$ cat config.mk
export PLATFORM = sky130hd
export DESIGN_NAME = tlru_min_tree
export DESIGN_NICKNAME = d
export VERILOG_FILES = /design/src/rtl/assert_macros.svh /design/src/rtl/tlru_pkg.sv /design/src/rtl/tlru_min_tree.sv
export SDC_FILE = /design/constraint.sdc
export NUM_CORES = 2
export LEC_CHECK = 0
export ABC_CLOCK_PERIOD_IN_PS = 2500
export BUFFER_PORTS_ARGS = -buffer_cell sky130_fd_sc_hd__buf_2
export CAP_MARGIN = 20
export CORE_AREA = 3 3 405 407
export CTS_BUF_LIST = sky130_fd_sc_hd__clkbuf_8
export CTS_CLUSTER_DIAMETER = 200
export DETAILED_ROUTE_END_ITERATION = 10
export DIE_AREA = 0 0 408 410
export PLACE_DENSITY_LB_ADDON = 0.2
export SYNTH_ARGS = -nofsm -noshare
export SYNTH_HDL_FRONTEND = slang
export SYNTH_MEMORY_MAX_BITS = 65536
export SYNTH_SLANG_ARGS = --single-unit
$ cat constraint.sdc
create_clock -name clk -period 2.5 [get_ports clk]
set_input_delay 0.25 -clock clk [delete_from_list [all_inputs] [get_ports clk]]
set_output_delay 0.25 -clock clk [all_outputs]
set_load 0.05 [all_outputs]
$ cat src/rtl/assert_macros.svh
// assertion macros for the rtl top level, timestamp_lru_replacement
// no dependencies; the bodies are empty when SYNTHESIS is defined
`ifndef ASSERT_MACROS_SVH
`define ASSERT_MACROS_SVH

`ifndef SYNTHESIS

// same-cycle implication
`define ASSERT_IMPLY(name, clk, rst_n, ante, cons) \
  name: assert property (@(posedge clk) disable iff (!rst_n) (ante) |-> (cons)) \
    else $error("assertion failed");

// next-cycle implication
`define ASSERT_NEXT(name, clk, rst_n, ante, cons) \
  name: assert property (@(posedge clk) disable iff (!rst_n) (ante) |=> (cons)) \
    else $error("assertion failed");

`else

`define ASSERT_IMPLY(name, clk, rst_n, ante, cons)
`define ASSERT_NEXT(name, clk, rst_n, ante, cons)

`endif

`endif

$ cat src/rtl/tlru_pkg.sv
// types, sizes and codes of the timestamp lru replacement unit
// no dependencies
package tlru_pkg;

  localparam int SETS      = 1024;
  localparam int WAYS      = 16;

  localparam int SET_IDX_W = 10;
  localparam int WAY_IDX_W = 4;
  localparam int STAMP_W   = 64;
  localparam int VICTIM_W  = 4;

  localparam int SET_AW    = (SETS > 1) ? $clog2(SETS) : 1;
  localparam int WAY_AW    = $clog2(WAYS);

  typedef enum logic [0:0] {
    OP_VICTIM = 1'b0,
    OP_UPDATE = 1'b1
  } op_t;

  typedef enum logic [1:0] {
    ST_CLEAR,
    ST_IDLE,
    ST_BUSY
  } state_t;

  typedef logic [WAYS-1:0][STAMP_W-1:0] row_t;

  typedef struct packed {
    logic                 en;
    logic                 clr;
    logic [SET_AW-1:0]    set;
    logic [WAY_AW-1:0]    way;
    logic [STAMP_W-1:0]   stamp;
  } mem_wr_t;

endpackage

$ cat src/rtl/tlru_min_tree.sv
// registered minimum tree over the way stamps of one row, lowest way wins ties
// depends on tlru_pkg
module tlru_min_tree (
  input  logic                        clk,
  input  logic                        rst_n,
  input  logic                        in_valid,
  input  tlru_pkg::row_t              row,
  output logic                        out_valid,
  output logic [tlru_pkg::WAY_AW-1:0] out_way
);
  import tlru_pkg::*;

  localparam int LEVELS = WAY_AW;
  localparam int PAD    = 1 << LEVELS;

  // level zero, padded with stamps that never win
  logic [PAD-1:0][STAMP_W-1:0] lvl0_stamp;
  logic [PAD-1:0][WAY_AW-1:0]  lvl0_way;

  // entry l holds tree level l+1
  logic [PAD-1:0][STAMP_W-1:0] lvl_stamp_r [LEVELS];
  logic [PAD-1:0][WAY_AW-1:0]  lvl_way_r   [LEVELS];
  logic [LEVELS-1:0]           vld_r;

  for (genvar i = 0; i < PAD; i++) begin : g_pad
    if (i < WAYS) begin : g_real
      assign lvl0_stamp[i] = row[i];
    end else begin : g_fill
      assign lvl0_stamp[i] = '1;
    end
    assign lvl0_way[i] = WAY_AW'(i);
  end

  for (genvar l = 0; l < LEVELS; l++) begin : g_lvl
    for (genvar i = 0; i < (PAD >> (l + 1)); i++) begin : g_node
      logic [STAMP_W-1:0] a_stamp, b_stamp;
      logic [WAY_AW-1:0]  a_way, b_way;
      if (l == 0) begin : g_src0
        assign a_stamp = lvl0_stamp[2*i];
        assign b_stamp = lvl0_stamp[2*i+1];
        assign a_way   = lvl0_way[2*i];
        assign b_way   = lvl0_way[2*i+1];
      end else begin : g_srcn
        assign a_stamp = lvl_stamp_r[l-1][2*i];
        assign b_stamp = lvl_stamp_r[l-1][2*i+1];
        assign a_way   = lvl_way_r[l-1][2*i];
        assign b_way   = lvl_way_r[l-1][2*i+1];
      end
      // upper way only on strictly smaller stamp
      always_ff @(posedge clk) begin
        if (b_stamp < a_stamp) begin
          lvl_stamp_r[l][i] <= b_stamp;
          lvl_way_r[l][i]   <= b_way;
        end else begin
          lvl_stamp_r[l][i] <= a_stamp;
          lvl_way_r[l][i]   <= a_way;
        end
      end
    end
  end

  if (LEVELS > 1) begin : g_vld_chain
    always_ff @(posedge clk) begin
      if (!rst_n) begin
        vld_r <= '0;
      end else begin
        vld_r <= {vld_r[LEVELS-2:0], in_valid};
      end
    end
  end else begin : g_vld_one
    always_ff @(posedge clk) begin
      if (!rst_n) begin
        vld_r <= '0;
      end else begin
        vld_r <= in_valid;
      end
    end
  end

  assign out_valid = vld_r[LEVELS-1];
  assign out_way   = lvl_way_r[LEVELS-1][0];

endmodule

==> results.md <==
- GRT overflow: 0
- Vias: 49242
- DR pass1 iterations: 5
- WP data arrival: 3730 ps
- Met2 WL post-DR: 104 mm
- Pleak: 42.8 nW
- Fin Setup TNS: -228170 ps
- Status: finished with violations
- CP delay by family, top: simple AND/OR/NAND/NOR gates
- Die Y: 410 um
- Failing checks: negative setup slack
- Total GRT Usage: 24.3%
- Vias/cell: 4.71
- Worst-path clk slew: 60 ps
- Commonest non-fill, non-tap cell in the layout: buf_2
- Final worst clock skew: 43.9 ps
- Worst Hold Class: in -> reg
- Num CTS Buffers: 167
- Area Overhead vs Synth: 59.6%
- Nets: 10083
- Input/output buffers: 1031
- Max IR drop VDD: 0.447 mV
- Clock Root Buffer: clkbuf_8
- Vias in the first global route: 52699
- Average cell area after synthesis: 10.1 um2
- Core area: 161000 um2
- Max incr delay on CP: 350 ps
- Initial antenna violation count: 49
- Most frequent CP cell: buf_4
- Synthesized area: 52900 um2
- Initial core utilization: 33.0%
- Seq/Total Area, Yosys: 35.0%
- Worst path cell trace: inv_2 -> ha_4 -> nand4_1 -> buf_4 -> nor4_4 -> and3_4 -> buf_6 -> o211ai_1 -> o31ai_4 -> nor4b_4 -> buf_4 -> buf_12 -> buf_16 -> mux2_4
- DR WL/cell: 20.3 um
- Post-layout min period: 3020 ps
- Final setup vio count: 864
- Rows: 147
- Main synth FF type: dfxtp_1
- DR top layer: met5
- #FFs+latches synth: 926
- Max-Cap Viols: 0
- CP max-delay cell: nor4_4
- Util after Layout: 52.6%
- Total Wirelength: 212 mm
- Worst Path Buf+Inv: 6
- CTS Sinks: 926
- Critical path data required time: 3200 ps
- Post-route ant nets: 0
- WS Path Type: reg -> reg
- Clk_lat worst skew: 850 ps
- Post-synth net total: 7222
- Most frequent cells in the layout: buf_2, dlygate4sd3_1, inv_1
- Final period utilization: 121%
- Library cells used by synthesis: 61
- Pin count of the biggest net entering global routing: 49
- Dpl hpwl: 159 mm
- TritonCTS clock tree: built
- Setup crit start kind: flip-flop
- Maximum root-to-sink buffer count: 3
- P per Cell Area: 750 nW/um2
- Ratio of cells with drive above 1 in the final layout: 39.5%
- M1 wire length: 91.5 mm
- Synth warn: 0
- DR WL met3: 9.69 mm
- CP max FO: 8
- Final worst slack: -523 ps
- Final Hold Viols: 0
- RSZ-0062 raised after global routing: true
- First-pass GRT wire length: 310 mm
- Die area: 167000 um2
- First DRT Iteration DRCs: 2029
- Die Wd: 408 um
- Worst-Margin Slew: 1070 ps
- Final Max Tran Viols: 0
- Routability congestion estimate: 0.954
- Io pins: 1032
- EDFF count, synth: 0
- Max frequency: 331 MHz
- Drt drc: 0
- CP Capture Type: flip-flop
- Slew headroom: 26.7%
- FFs w/ async S/R, synth: 0%
- H-tree depth: 4
- Syn Inst Count: 5250
sequential cells by signal, indices dropped and copies added, names as in the netlist:
name / cells
vld_r: 4
lvl_stamp_r: 896
lvl_way_r: 26
power by group:
group          leakage (nW)  total [W]  switching (W)  internal [W]
sequential             7.82     0.0208        0.00253        0.0183
clock                  2.05     0.0156        0.00670       0.00893
combinational          32.9     0.0268         0.0118        0.0151
worst paths after layout:
path,start,to,slack [ps],cells after the start
max,lvl_stamp_r[0][189],lvl_stamp_r[0][605],-520,14
min,row[773],lvl_stamp_r[0][389],170,3
max reg2reg,lvl_stamp_r[0][189],lvl_stamp_r[0][605],-520,14
min reg2reg,vld_r[1],vld_r[2],440,1
area by class of cell:
| class | count | area, um2 |
|---|---|---|
| inverter | 957 | 3590 |
| fill | 14218 | 76100 |
| clock buffer | 209 | 2880 |
| antenna | 39 | 97.6 |
| clock inverter | 95 | 822 |
| timing repair buffer | 2791 | 22400 |
| sequential | 926 | 18700 |
| tap | 2160 | 2700 |
| multi-input combinational | 3268 | 33200 |
cells by family after synthesis:
kind of cell | Yosys count | synth area share [%]
mux | 907 | 19.3
buf+inv | 1056 | 8.19
compound gates | 761 | 8.91
flops | 926 | 35.0
simple gates | 655 | 6.24
fa+ha+maj | 945 | 22.3
cell usage after synthesis, types with 5 or more instances:
cell type  count  area, um2
inv_1        957       3590
ha_1         945      11800
dfxtp_1      926      18500
mux2_2       781       8790
a21oi_1      327       1640
nand2_1      188        706
nand4_1      148        926
mux2_1       126       1420
o21ai_0      119        596
a21o_1       118        886
nor2_1       106        398
nand3_1       82        410
a211oi_1      42        315
buf_4         40        300
buf_2         34        170
nor3_1        33        165
buf_6         24        270
nor4_1        21        131
a221oi_1      19        166
a2111oi_0     18        158
and4_1        17        149
o211ai_1      17        128
a31oi_1       15       93.8
nand2b_1      15       93.8
o21ai_1       10       50.1
o31ai_1        9       67.6
nor2b_1        8       50.1
a211o_1        7       61.3
o2111a_1       7       78.8
o21a_1         7       52.6
or3_1          7       43.8
or4_1          7       52.6
nor3b_1        6       45.0
a221o_1        5       50.1
o21bai_1       5       37.5
routing by layer:
layer / vias to the layer above / global-route usage (%)
met5: - / 0
met4: 20 / 8.06
met3: 380 / 4.43
met2: 1278 / 43.2
met1: 23389 / 29.3
li1: 24175 / -
what timing repair did:
| action | 4_1_cts | 5_1_grt |
|---|---|---|
| cloned | 36 | 9 |
| endpoints found under the setup margin | 565 | 875 |
| setup buffers | 61 | 36 |
| gates resized for setup | 596 | 326 |
| pin swaps | 149 | 101 |
| hold buffers | 1027 | 0 |
| hold endpoints to repair | 516 | 0 |
stage by stage:
| step | total power, W | cell area [um2] | hold WS [ps] | setup WS, ps | instances |
|---|---|---|---|---|---|
| finish | 0.0633 | 84500 | 170 | -523 | 10445 |
| global route | 0.0671 | 84400 | 81.7 | -631 | 10431 |
| CTS | 0.0627 | 82900 | 52.8 | -566 | 10384 |
| detailed placement | 0.0398 | 65100 | 412 | -1630 | 8961 |
| global placement | 0.0396 | 65100 | 414 | -1970 | 8960 |
| floorplan | 0.0313 | 53000 | 372 | -29.8 | 5250 |
worst min-delay path, stage by stage:
cell,delay [ps]
buf_2,90
dlygate4sd3_1,530
mux2_2,130
Power figures use the tool's default switching activity.
